**config.mk**
```make
export PLATFORM = sky130hd
export DESIGN_NAME = multichannel_gap_median_monitor
export DESIGN_NICKNAME = d
export VERILOG_FILES = /design/src/rtl/gmm_pkg.sv /design/src/rtl/gmm_rr_select.sv /design/src/rtl/gmm_channel.sv /design/src/rtl/multichannel_gap_median_monitor.sv
export SDC_FILE = /design/constraint.sdc
export NUM_CORES = 2
export LEC_CHECK = 0
export ABC_AREA = 1
export BUFFER_PORTS_ARGS = -buffer_cell sky130_fd_sc_hd__clkbuf_2
export CAP_MARGIN = 20
export CORE_MARGIN = 8
export CORE_UTILIZATION = 55
export CTS_CLUSTER_SIZE = 30
export DETAILED_ROUTE_END_ITERATION = 7
export PLACE_DENSITY = 0.72
export SYNTH_ARGS = -nofsm -noshare
export SYNTH_HDL_FRONTEND = slang
export SYNTH_SLANG_ARGS = --single-unit
```
**constraint.sdc**
```tcl
create_clock -name i_clk -period 8.8 [get_ports i_clk]
set_input_delay 1.76 -clock i_clk [delete_from_list [all_inputs] [get_ports i_clk]]
set_output_delay 1.76 -clock i_clk [all_outputs]
set_load 0.005 [all_outputs]
```
**src/rtl/gmm_pkg.sv**
```systemverilog
// gmm_pkg: shared types, register indexes and helper functions for the
// multichannel gap median monitor. No dependencies.
package gmm_pkg;

    localparam int unsigned MAX_CFG_CH = 4;
    localparam int unsigned CFG_IDX_W  = 3;
    localparam int unsigned CFG_DATA_W = 16;
    localparam int unsigned IN_DATA_W  = 48;
    localparam int unsigned OUT_DATA_W = 160;

    typedef enum logic [CFG_IDX_W-1:0] {
        CFG_PRESENT_MASK = 3'd0,
        CFG_TIMEOUT      = 3'd1,
        CFG_RATE_WINDOW  = 3'd2,
        CFG_OFFSET_CH0   = 3'd3,
        CFG_OFFSET_CH1   = 3'd4,
        CFG_OFFSET_CH2   = 3'd5,
        CFG_OFFSET_CH3   = 3'd6
    } t_cfg_idx;

    typedef struct packed {
        logic [3:0]  range_status;
        logic [7:0]  range_mm;
        logic        sample_ready;
        logic        mux_ok;
        logic [31:0] now_ms;
    } t_item;

    typedef struct packed {
        logic               present;
        logic [15:0]        timeout_ms;
        logic signed [12:0] offset_q4;
    } t_lane_cfg;

    // per-channel state as it stands after the current step
    typedef struct packed {
        logic               fault;
        logic [31:0]        io_errors;
        logic [31:0]        status_errors;
        logic [31:0]        good_samples;
        logic [15:0]        window_rate;
        logic signed [13:0] median_gap;
        logic signed [13:0] gap;
        logic [3:0]         status;
        logic [7:0]         raw;
    } t_lane_view;

    typedef struct packed {
        logic [31:0]        io_error_count;
        logic [31:0]        status_error_count;
        logic [31:0]        sample_count;
        logic [15:0]        rate_per_window;
        logic [3:0]         fault_mask;
        logic signed [13:0] gap_median_q4;
        logic signed [13:0] gap_q4;
        logic [3:0]         sensor_status;
        logic [7:0]         raw_range;
        logic               new_sample;
        logic               channel_polled;
        logic [1:0]         polled_channel;
    } t_result;

    function automatic logic signed [13:0] gap_of(input logic [7:0] range_mm,
                                                  input logic signed [12:0] off);
        return $signed({2'b00, range_mm, 4'b0000}) - $signed({off[12], off});
    endfunction

    function automatic logic [7:0] mid3(input logic [7:0] a, input logic [7:0] b,
                                        input logic [7:0] c);
        logic [7:0] lo;
        logic [7:0] hi;
        logic [7:0] m;
        lo = (a < b) ? a : b;
        hi = (a < b) ? b : a;
        m  = (hi < c) ? hi : c;
        return (lo > m) ? lo : m;
    endfunction

endpackage

```
**src/rtl/gmm_rr_select.sv**
```systemverilog
// gmm_rr_select: round-robin pointer and next-present-channel search.
// Depends on nothing but its parameter.
module gmm_rr_select #(
    parameter int unsigned CHANNELS = 4
) (
    input  logic                                    i_clk,
    input  logic                                    i_rst_n,
    input  logic                                    i_adv,
    input  logic [CHANNELS-1:0]                     i_present,
    output logic [((CHANNELS > 1) ? $clog2(CHANNELS) : 1)-1:0] o_sel,
    output logic                                    o_polled
);
    localparam int unsigned PTR_W = (CHANNELS > 1) ? $clog2(CHANNELS) : 1;
    localparam logic [PTR_W-1:0] LAST = PTR_W'(CHANNELS - 1);

    logic [PTR_W-1:0] r_ptr;
    logic [PTR_W-1:0] n_ptr;
    logic [PTR_W-1:0] sel;
    logic [PTR_W:0]   cand;
    logic             found;

    always_comb begin
        found = 1'b0;
        sel   = r_ptr;
        cand  = '0;
        for (int k = CHANNELS - 1; k >= 0; k--) begin
            cand = {1'b0, r_ptr} + (PTR_W+1)'(k);
            if (cand >= (PTR_W+1)'(CHANNELS)) begin
                cand = cand - (PTR_W+1)'(CHANNELS);
            end
            if (i_present[cand[PTR_W-1:0]]) begin
                found = 1'b1;
                sel   = cand[PTR_W-1:0];
            end
        end
    end

    always_comb begin
        n_ptr = r_ptr;
        if (i_adv && found) begin
            n_ptr = (sel == LAST) ? '0 : sel + 1'b1;
        end
    end

    always_ff @(posedge i_clk) begin
        if (!i_rst_n) begin
            r_ptr <= '0;
        end else begin
            r_ptr <= n_ptr;
        end
    end

    assign o_sel    = sel;
    assign o_polled = found;

    a_ptr_range: assert property (@(posedge i_clk) disable iff (!i_rst_n)
        r_ptr <= LAST) else $error("round-robin pointer out of range");
    a_ptr_hold: assert property (@(posedge i_clk) disable iff (!i_rst_n)
        (i_adv && !found) |=> $stable(r_ptr))
        else $error("pointer moved with no channel present");

endmodule

```
**src/rtl/gmm_channel.sv**
```systemverilog
// gmm_channel: per-channel counters, stored sample, median history, timeout
// fault and window rate. Depends on gmm_pkg.
module gmm_channel (
    input  logic                  i_clk,
    input  logic                  i_rst_n,
    input  logic                  i_fire,
    input  logic                  i_poll,
    input  logic                  i_latch,
    input  gmm_pkg::t_item        i_item,
    input  gmm_pkg::t_lane_cfg    i_cfg,
    output gmm_pkg::t_lane_view   o_view
);
    logic [7:0]         r_hist [3];
    logic [1:0]         r_fill;
    logic [31:0]        r_last_good;
    logic [31:0]        r_good;
    logic [31:0]        r_base;
    logic [15:0]        r_rate;
    logic [31:0]        r_serr;
    logic [31:0]        r_ioerr;
    logic [7:0]         r_raw;
    logic [3:0]         r_status;
    logic signed [13:0] r_gap;
    logic signed [13:0] r_median;

    logic [7:0]         n_hist [3];
    logic [1:0]         n_fill;
    logic [31:0]        n_last_good;
    logic [31:0]        n_good;
    logic [31:0]        n_base;
    logic [15:0]        n_rate;
    logic [31:0]        n_serr;
    logic [31:0]        n_ioerr;
    logic [7:0]         n_raw;
    logic [3:0]         n_status;
    logic signed [13:0] n_gap;
    logic signed [13:0] n_median;

    logic               poll;
    logic               take;
    logic               good;
    logic               bad;
    logic               io_fail;
    logic signed [13:0] new_gap;
    logic [31:0]        age;
    logic [31:0]        diff;

    assign poll    = i_fire && i_poll;
    assign io_fail = poll && !i_item.mux_ok;
    assign take    = poll && i_item.mux_ok && i_item.sample_ready;
    assign good    = take && (i_item.range_status == 4'd0);
    assign bad     = take && (i_item.range_status != 4'd0);
    assign new_gap = gmm_pkg::gap_of(i_item.range_mm, i_cfg.offset_q4);

    always_comb begin
        n_hist   = r_hist;
        n_fill   = r_fill;
        n_gap    = r_gap;
        n_median = r_median;
        if (good) begin
            n_gap = new_gap;
            if (r_fill != 2'd3) begin
                n_hist[r_fill] = i_item.range_mm;
                n_fill         = r_fill + 2'd1;
                n_median       = new_gap;
            end else begin
                n_hist[0] = r_hist[1];
                n_hist[1] = r_hist[2];
                n_hist[2] = i_item.range_mm;
                n_median  = gmm_pkg::gap_of(
                    gmm_pkg::mid3(r_hist[1], r_hist[2], i_item.range_mm), i_cfg.offset_q4);
            end
        end
    end

    assign n_ioerr     = r_ioerr + {31'd0, io_fail};
    assign n_serr      = r_serr + {31'd0, bad};
    assign n_good      = r_good + {31'd0, good};
    assign n_raw       = take ? i_item.range_mm : r_raw;
    assign n_status    = take ? i_item.range_status : r_status;
    assign n_last_good = good ? i_item.now_ms : r_last_good;
    assign diff        = n_good - r_base;
    assign n_rate      = (i_fire && i_latch) ? diff[15:0] : r_rate;
    assign n_base      = (i_fire && i_latch) ? n_good : r_base;
    assign age         = i_item.now_ms - r_last_good;

    always_ff @(posedge i_clk) begin
        r_hist <= n_hist;
        if (!i_rst_n) begin
            r_fill      <= '0;
            r_last_good <= '0;
            r_good      <= '0;
            r_base      <= '0;
            r_rate      <= '0;
            r_serr      <= '0;
            r_ioerr     <= '0;
            r_raw       <= '0;
            r_status    <= '0;
            r_gap       <= '0;
            r_median    <= '0;
        end else begin
            r_fill      <= n_fill;
            r_last_good <= n_last_good;
            r_good      <= n_good;
            r_base      <= n_base;
            r_rate      <= n_rate;
            r_serr      <= n_serr;
            r_ioerr     <= n_ioerr;
            r_raw       <= n_raw;
            r_status    <= n_status;
            r_gap       <= n_gap;
            r_median    <= n_median;
        end
    end

    // a fresh good sample has age zero, so only the stored time is aged
    always_comb begin
        o_view.fault         = !i_cfg.present || (!good && (age > {16'd0, i_cfg.timeout_ms}));
        o_view.io_errors     = n_ioerr;
        o_view.status_errors = n_serr;
        o_view.good_samples  = n_good;
        o_view.window_rate   = n_rate;
        o_view.median_gap    = n_median;
        o_view.gap           = n_gap;
        o_view.status        = n_status;
        o_view.raw           = n_raw;
    end

endmodule

```
**src/rtl/multichannel_gap_median_monitor.sv**
```systemverilog
// multichannel_gap_median_monitor: top level; input register, config
// registers, rate window and result register. Depends on gmm_pkg,
// gmm_rr_select and gmm_channel.
//
//  port group   dir  width  contents
//  s_axis       in   48     poll outcome of one task tick
//  m_axis       out  160    status of the polled channel after the tick
//  i_cfg_*      in   3/16   register writes
//
// One item per cycle sustained while the output is not stalled; an item passes
// the input register, then the channel update into the result register. The
// per-channel update is a read-modify-write of lane registers.
// Synchronous active-low reset clears counters and pointer and returns config to its defaults.
// A stalled output holds the result; the input register still takes an item only while it is empty.
module multichannel_gap_median_monitor #(
    parameter int unsigned CHANNELS = 4
) (
    input  logic                                i_clk,
    input  logic                                i_rst_n,
    input  logic                                s_axis_tvalid,
    output logic                                s_axis_tready,
    // now_ms[31:0], mux_ok, sample_ready, range_mm[7:0], range_status[3:0], pad
    input  logic [gmm_pkg::IN_DATA_W-1:0]       s_axis_tdata,
    output logic                                m_axis_tvalid,
    input  logic                                m_axis_tready,
    // polled_channel[1:0], channel_polled, new_sample, raw_range[7:0],
    // sensor_status[3:0], gap_q4[13:0], gap_median_q4[13:0], fault_mask[3:0],
    // rate_per_window[15:0], sample_count[31:0], status_error_count[31:0],
    // io_error_count[31:0]
    output logic [gmm_pkg::OUT_DATA_W-1:0]      m_axis_tdata,
    input  logic                                i_cfg_we,
    input  logic [gmm_pkg::CFG_IDX_W-1:0]       i_cfg_idx,
    input  logic [gmm_pkg::CFG_DATA_W-1:0]      i_cfg_wdata
);
    localparam int unsigned PTR_W = (CHANNELS > 1) ? $clog2(CHANNELS) : 1;

    logic               r_in_valid;
    gmm_pkg::t_item     r_item;
    logic               r_out_valid;
    gmm_pkg::t_result   r_out;
    gmm_pkg::t_result   n_out;
    logic [3:0]         r_mask;
    logic [15:0]        r_timeout;
    logic [15:0]        r_window;
    logic signed [12:0] r_offset [gmm_pkg::MAX_CFG_CH];
    logic [31:0]        r_win_start;

    logic                  fire;
    logic                  latch;
    logic [31:0]           win_age;
    logic [CHANNELS-1:0]   present;
    logic [CHANNELS-1:0]   fault;
    logic [PTR_W-1:0]      sel;
    logic [PTR_W+1:0]      sel_wide;
    logic                  polled;
    gmm_pkg::t_lane_cfg    lane_cfg  [CHANNELS];
    gmm_pkg::t_lane_view   lane_view [CHANNELS];
    gmm_pkg::t_lane_view   pick;
    logic [3:0]            fault4;

    assign fire          = r_in_valid && (!r_out_valid || m_axis_tready);
    assign s_axis_tready = !r_in_valid || fire;

    always_ff @(posedge i_clk) begin
        if (s_axis_tvalid && s_axis_tready) begin
            r_item <= gmm_pkg::t_item'(s_axis_tdata[45:0]);
        end
        if (fire) begin
            r_out <= n_out;
        end
        if (!i_rst_n) begin
            r_in_valid  <= 1'b0;
            r_out_valid <= 1'b0;
            r_win_start <= '0;
        end else begin
            if (s_axis_tready) begin
                r_in_valid <= s_axis_tvalid;
            end
            if (fire) begin
                r_out_valid <= 1'b1;
            end else if (m_axis_tready) begin
                r_out_valid <= 1'b0;
            end
            if (fire && latch) begin
                r_win_start <= r_item.now_ms;
            end
        end
    end

    always_ff @(posedge i_clk) begin
        if (!i_rst_n) begin
            r_mask    <= '0;
            r_timeout <= 16'd100;
            r_window  <= 16'd1000;
            for (int i = 0; i < gmm_pkg::MAX_CFG_CH; i++) begin
                r_offset[i] <= '0;
            end
        end else if (i_cfg_we) begin
            case (gmm_pkg::t_cfg_idx'(i_cfg_idx))
                gmm_pkg::CFG_PRESENT_MASK: r_mask    <= i_cfg_wdata[3:0];
                gmm_pkg::CFG_TIMEOUT:      r_timeout <= i_cfg_wdata;
                gmm_pkg::CFG_RATE_WINDOW:  r_window  <= i_cfg_wdata;
                gmm_pkg::CFG_OFFSET_CH0:   r_offset[0] <= i_cfg_wdata[12:0];
                gmm_pkg::CFG_OFFSET_CH1:   r_offset[1] <= i_cfg_wdata[12:0];
                gmm_pkg::CFG_OFFSET_CH2:   r_offset[2] <= i_cfg_wdata[12:0];
                gmm_pkg::CFG_OFFSET_CH3:   r_offset[3] <= i_cfg_wdata[12:0];
                default: ;
            endcase
        end
    end

    assign win_age = r_item.now_ms - r_win_start;
    assign latch   = win_age >= {16'd0, r_window};

    gmm_rr_select #(.CHANNELS(CHANNELS)) u_rr (
        .i_clk     (i_clk),
        .i_rst_n   (i_rst_n),
        .i_adv     (fire),
        .i_present (present),
        .o_sel     (sel),
        .o_polled  (polled)
    );

    for (genvar c = 0; c < CHANNELS; c++) begin : g_lane
        if (c < gmm_pkg::MAX_CFG_CH) begin : g_cfg
            assign present[c]           = r_mask[c];
            assign lane_cfg[c].offset_q4 = r_offset[c];
        end else begin : g_none
            assign present[c]           = 1'b0;
            assign lane_cfg[c].offset_q4 = '0;
        end
        assign lane_cfg[c].present    = present[c];
        assign lane_cfg[c].timeout_ms = r_timeout;
        assign fault[c]               = lane_view[c].fault;

        gmm_channel u_ch (
            .i_clk   (i_clk),
            .i_rst_n (i_rst_n),
            .i_fire  (fire),
            .i_poll  (polled && (sel == PTR_W'(c))),
            .i_latch (latch),
            .i_item  (r_item),
            .i_cfg   (lane_cfg[c]),
            .o_view  (lane_view[c])
        );
    end

    for (genvar b = 0; b < 4; b++) begin : g_fault
        if (b < CHANNELS) begin : g_on
            assign fault4[b] = fault[b];
        end else begin : g_off
            assign fault4[b] = 1'b0;
        end
    end

    assign pick     = lane_view[sel];
    assign sel_wide = (PTR_W+2)'(sel);

    always_comb begin
        n_out.polled_channel     = sel_wide[1:0];
        n_out.channel_polled     = polled;
        n_out.new_sample         = polled && r_item.mux_ok && r_item.sample_ready &&
                                   (r_item.range_status == 4'd0);
        n_out.raw_range          = pick.raw;
        n_out.sensor_status      = pick.status;
        n_out.gap_q4             = pick.gap;
        n_out.gap_median_q4      = pick.median_gap;
        n_out.fault_mask         = fault4;
        n_out.rate_per_window    = pick.window_rate;
        n_out.sample_count       = pick.good_samples;
        n_out.status_error_count = pick.status_errors;
        n_out.io_error_count     = pick.io_errors;
    end

    assign m_axis_tvalid = r_out_valid;
    assign m_axis_tdata  = r_out;

    a_new_needs_poll: assert property (@(posedge i_clk) disable iff (!i_rst_n)
        (r_out_valid && r_out.new_sample) |-> r_out.channel_polled)
        else $error("new sample without a polled channel");
    a_new_not_faulted: assert property (@(posedge i_clk) disable iff (!i_rst_n)
        (r_out_valid && r_out.new_sample) |-> !r_out.fault_mask[r_out.polled_channel])
        else $error("fresh channel flagged as faulted");
    a_empty_ready: assert property (@(posedge i_clk) disable iff (!i_rst_n)
        !r_in_valid |-> s_axis_tready)
        else $error("input stalled with empty input register");

endmodule
```
# After elaboration in Yosys (flattened, before gate mapping)
# Memories as Yosys holds them, arrays and structs flattened.
# Index checks and enable logic that the tools add are counted.
dict set report totals {
  output_inout_bits 162
  ramBits 52
  register_bits 1182
  wordCells 353
  input_bits 72
  memories 1
}
# memory depth width read_ports rd_clocked_by_memory_dff write_ports line_no
set memory_table {}
lappend memory_table {r_offset 4 13 4 0 4 multichannel_gap_median_monitor.sv:45} ;# logic signed [12:0] r_offset [gmm_pkg::MAX_CFG_CH];
dict set report classes {
  eq_ne 13
  bitwise 9
  reduce_logical 72
  n_mux 103
  add_sub_neg 41
  order_cmp 34
}
# operator n
set op_table {}
lappend op_table {{adder 32 x 1 -> 32 bit} 12}
lappend op_table {{binary-select mux 153 bit (select 2 bit)} 1}
lappend op_table {{two-way mux 152 bit} 2}
lappend op_table {{two-way mux 8 bit} 24}
lappend op_table {{two-way mux 14 bit} 12}
lappend op_table {{subtractor 32 bit} 5}
lappend op_table {{> comparator 32 x 16 -> 1 bit} 4}
lappend op_table {{subtractor 13 x 13 -> 14 bit} 8}
lappend op_table {{bitwise mux 24 bit} 4}
lappend op_table {{two-way mux 24 bit} 4}
lappend op_table {{demux 8 bit (select 2 bit)} 4}
lappend op_table {{< comparator 8 bit} 8}
lappend op_table {{two-way mux 16 bit} 4}
lappend op_table {{subtractor 16 bit} 4}
lappend op_table {{two-way mux 13 bit} 4}
lappend op_table {{logical AND 1 bit} 43}
lappend op_table {{>= comparator 32 x 16 -> 1 bit} 1}
lappend op_table {{> comparator 8 bit} 4}
lappend op_table {{two-way mux 1 bit} 27}
lappend op_table {{>= comparator 3 bit, second input constant} 8}
lappend op_table {{two-way mux 2 bit} 9}
lappend op_table {{two-way mux 4 bit} 4}
lappend op_table {{NOT 2 -> 3 bit} 5}
lappend op_table {{AND reduction 2 bit} 7}
lappend op_table {{other kinds (22)} 64}

# Depth between registers and ports, before layout
dict set report depth {
  depth_word 21
  ltp_mapped 45
  depth_no_buf 44
}

# By module
# A second synthesis with hierarchy kept.
dict set report hier_totals {
  cells_unflattened 11005
  area_unflattened_um2 76782.4
}
# module area_per_inst_um2 n_inst cells_per_inst seq_area_each_um2
set modules_own_cells {}
lappend modules_own_cells {{gmm_channel (g_lane[0].u_ch ...)} 14520.2 2 2200 4524.3}
lappend modules_own_cells {multichannel_gap_median_monitor 17812.1 1 2059 9148.8}
lappend modules_own_cells {{gmm_channel (g_lane[1].u_ch)} 14861.8 1 2235 4524.3}
lappend modules_own_cells {{gmm_channel (g_lane[3].u_ch)} 14644.0 1 2236 4524.3}
lappend modules_own_cells {gmm_rr_select 424.2 1 75 40.0}

# Worst setup path before layout
# No wires, ideal clock.
dict set report synth_path {
  kind {in2reg}
  startpoint {input m_axis_tready}
  endpoint {register r_out, in the netlist m_axis_tdata[60] (data pin)}
  path_buffers 2
  t_arrival_ps 7638
  required_time_ps 8669
  stages 10
  slack_ps 1031
  setup_ps 131
  path_cell_list {inv_1 nand2_1 nand2_1 inv_1 clkbuf_1 clkbuf_1 nand3_1 nand3_1 nand3_1 nand2_1}
}
# item line_no
set synth_lines {}
lappend synth_lines {{start: declaration} multichannel_gap_median_monitor.sv:25} ;# input logic m_axis_tready,
lappend synth_lines {{end signal: assignment} multichannel_gap_median_monitor.sv:69} ;# r_out <= n_out;
lappend synth_lines {{end: declaration} multichannel_gap_median_monitor.sv:40} ;# gmm_pkg::t_result r_out;

==> results.json <==
{
  "synth_enable_flop_cells": 322,
  "critPathSlowestCell": "a32oi_1",
  "drcViolationCount": 0,
  "ios": 234,
  "std_cell_rows": 133,
  "synth_seq_cells": 1202,
  "crit_family": "simple AND/OR/NAND/NOR gates",
  "place.gp.congestion": 0.954,
  "ys_types": 67,
  "min_period_ps": 7530,
  "final-instance-count-excl-fill": 11914,
  "required_ps": 9330,
  "post-place-cells": 11657,
  "layout_common_cells": "nand2_1, inv_1, nor2_1",
  "viasPerCell": 5.54,
  "sequentialPowerShare": 0.420,
  "syn_nets": 10495,
  "grt_first_pass_wirelength_um": 336000,
  "final_nets": 10614,
  "power_switching_mw": 4.07,
  "multiInputGateArea_sq_um": 39000,
  "cp-startpoint": "g_lane[0].u_ch.r_hist[13]",
  "drt_iter0_drc": 5960,
  "slew_headroom": 0.215,
  "fillers": 12170,
  "die_area_sq_um": 144000,
  "path_common_cell": "nand2_1",
  "synth_warnings": 0,
  "crit_buf_inv": 1,
  "dpl.hpwl_um": 154000,
  "grt_pass1_vias": 61899,
  "cp_max_fo": 31,
  "die_y_um": 380,
  "finClkSkew_ps": 42.1,
  "drt_wl_total_um": 215000,
  "cp-end-kind": "flip-flop",
  "fin_crit_sh": 0.856,
  "drt_first_pass_iters": 8,
  "io_buffers": 231,
  "clk_pin_slew_worst_paths_ps": 60,
  "r2r-start": "g_lane[0].u_ch.r_hist[13]",
  "async_reset_ff_frac": 0,
  "cts_num_sinks": 1202,
  "cts_setup_buffers": 0,
  "regArea_sq_um": 27300,
  "ys.flop_type": "dfxtp_1",
  "avgSynthCellArea_sq_um": 7.33,
  "arrival_ps": 8060,
  "synthCells": 9923,
  "antenna_found_initial": 4,
  "path_class": "reg -> reg",
  "drive_gt1_frac": 0.0646,
  "cts_buffers": 137,
  "path_depth": 33,
  "hp-class": "reg -> reg",
  "start_kind": "flip-flop",
  "syn-cell-area_sq_um": 72800,
  "wl_per_cell_um": 18.0,
  "tritoncts": "done",
  "seq_area_frac_synth": 0.375,
  "vias": 66003,
  "cts_root_buffer": "clkbuf_16",
  "initial_core_util": 0.554,
  "clock_path_buffers": 3,
  "cpPeakStageDelay_ps": 600,
  "status": "finished, final reports clean",
  "hold_viol": 0,
  "r2r_cells": 33,
  "rsz0062_at_grt": "false",
  "fin_tns_setup_ps": 0,
  "clkPwrFrac": 0.421,
  "power_density_nw_per_um2": 176,
  "final_common_cell": "nand2_1",
  "grt.total_usage": 0.284,
  "fmaxAchievable_mhz": 133,
  "cts_resized": 0,
  "drv_slew": 0,
  "peakVddDrop_mv": 0.197,
  "area_growth_pct": 10.1,
  "htree_levels": 4,
  "p_int_mw": 10.1,
  "die_w_um": 380,
  "core_sq_um": 131000,
  "clk_latency_ps": 800,
  "worstHoldPathCells": 2,
  "cts_hold_buf": 0,
  "setup_viol": 0,
  "power_leakage_nw": 34.6,
  "grt_max_degree": 242,
  "worstMarginPinSlew_ps": 1170,
  "min_from": "g_lane[1].u_ch.r_last_good[17]",
  "gr-total-overflow": 0,
  "p_comb_frac": 0.160,
  "ant_nets": 0,
  "maxCapViolCount": 0,
  "p_sw_frac": 0.288
}
cell type report:
| class | instances | share of cell area |
|---|---|---|
| Clock buffer | 188 | 0.0478 |
| Sequential cell | 1202 | 0.341 |
| Antenna cell | 1 | 0.0000312 |
| Tap cell | 1755 | 0.0274 |
| Timing Repair Buffer | 315 | 0.0236 |
| Multi-Input combinational cell | 7066 | 0.487 |
| Inverter | 1320 | 0.0622 |
| Clock inverter | 67 | 0.0110 |
worst paths after layout:
| path | end | slack (ps) |
|---|---|---|
| setup / recovery | m_axis_tdata[40] | 1270 |
| hold / removal | g_lane[1].u_ch.r_last_good[17] | 460 |
| setup reg to reg | m_axis_tdata[40] | 1270 |
| hold reg to reg | g_lane[1].u_ch.r_last_good[17] | 460 |
kinds of logic after synthesis:
kind of cell	Yosys count	synth area share
AND/OR/NAND/NOR	4059	0.233
AO/OA/AOI/OAI	1920	0.144
buffers and inverters	1655	0.0895
flip-flops	1202	0.375
XOR/XNOR	555	0.0668
adder cells (fa/ha/maj)	500	0.0869
multiplexers	32	0.00440
metrics by stage:
stage / utilization / setup WS, ps / total power, mW / instance area (sq um) / hold slack [ps]
final: 0.609 / 1270 / 14.1 / 80100 / 458
after global routing: 0.609 / 582 / 14.7 / 80100 / 471
after CTS: 0.609 / 1470 / 14.2 / 80100 / 459
after detailed placement: 0.573 / 1350 / 8.26 / 75400 / 451
after global placement: 0.573 / 1470 / 8.23 / 75300 / 444
after floorplan: - / 1030 / 7.57 / 72800 / 433
sequential cells by signal, indices dropped and copies added, names as in the netlist, 64 cells and up:
name / cells
m_axis_tdata: 160
g_lane.u_ch.r_good: 128
g_lane.u_ch.r_ioerr: 128
g_lane.u_ch.r_last_good: 128
g_lane.u_ch.r_serr: 128
g_lane.u_ch.r_base: 64
g_lane.u_ch.r_hist: 64
g_lane.u_ch.r_rate: 64
metal layers:
metal  global-route usage  wire [um]  vias up
met5                    0         11        -
met3               0.0396      13800      357
met4                0.106       7850        2
li1                     -          -    32866
met1                0.394      98200    30742
met2                0.452      94900     2036
power groups by stage:
| stage | registers (mW) | logic (mW) | clock network, mW |
|---|---|---|---|
| after floorplan | 6.04 | 1.53 | 0 |
| after global placement | 6.04 | 2.19 | 0 |
| after detailed placement | 6.04 | 2.22 | 0 |
| after CTS | 5.92 | 2.24 | 6.03 |
| after global routing | 5.93 | 2.50 | 6.24 |
| final | 5.92 | 2.26 | 5.94 |
cell usage after synthesis, types with 12 or more instances:
cell type | instances | share of area
o211ai_1 | 46 | 0.0047
nor4_1 | 37 | 0.0032
nand3b_1 | 28 | 0.0029
a211oi_1 | 22 | 0.0023
clkbuf_1 | 188 | 0.0097
buf_2 | 83 | 0.0057
nor2_1 | 1274 | 0.066
o21a_1 | 23 | 0.0024
nand3_1 | 560 | 0.039
a21oi_2 | 59 | 0.0071
xor2_1 | 409 | 0.049
nand4_1 | 141 | 0.012
o22ai_1 | 55 | 0.0047
o21ai_0 | 685 | 0.047
ha_1 | 491 | 0.084
buf_1 | 25 | 0.0013
nor3_1 | 148 | 0.010
or2_2 | 13 | 0.0011
and3_1 | 13 | 0.0011
a21boi_0 | 18 | 0.0019
o21ai_1 | 79 | 0.0054
o22a_1 | 18 | 0.0022
nand2_1 | 1786 | 0.092
a21o_1 | 17 | 0.0018
a31oi_1 | 16 | 0.0014
dfxtp_1 | 880 | 0.24
o21bai_1 | 18 | 0.0019
buf_4 | 30 | 0.0031
inv_1 | 1307 | 0.067
inv_2 | 12 | 0.00062
edfxtp_1 | 322 | 0.13
nor2_2 | 16 | 0.0014
mux2i_1 | 32 | 0.0044
xnor2_1 | 146 | 0.018
a21oi_1 | 827 | 0.057
worst min-delay path, stage by stage, from the launching register on:
cell and delay, ps:
dfxtp_1 290, inv_1 60, a21oi_1 60
Note: power is estimated with default switching activity, not from simulation.
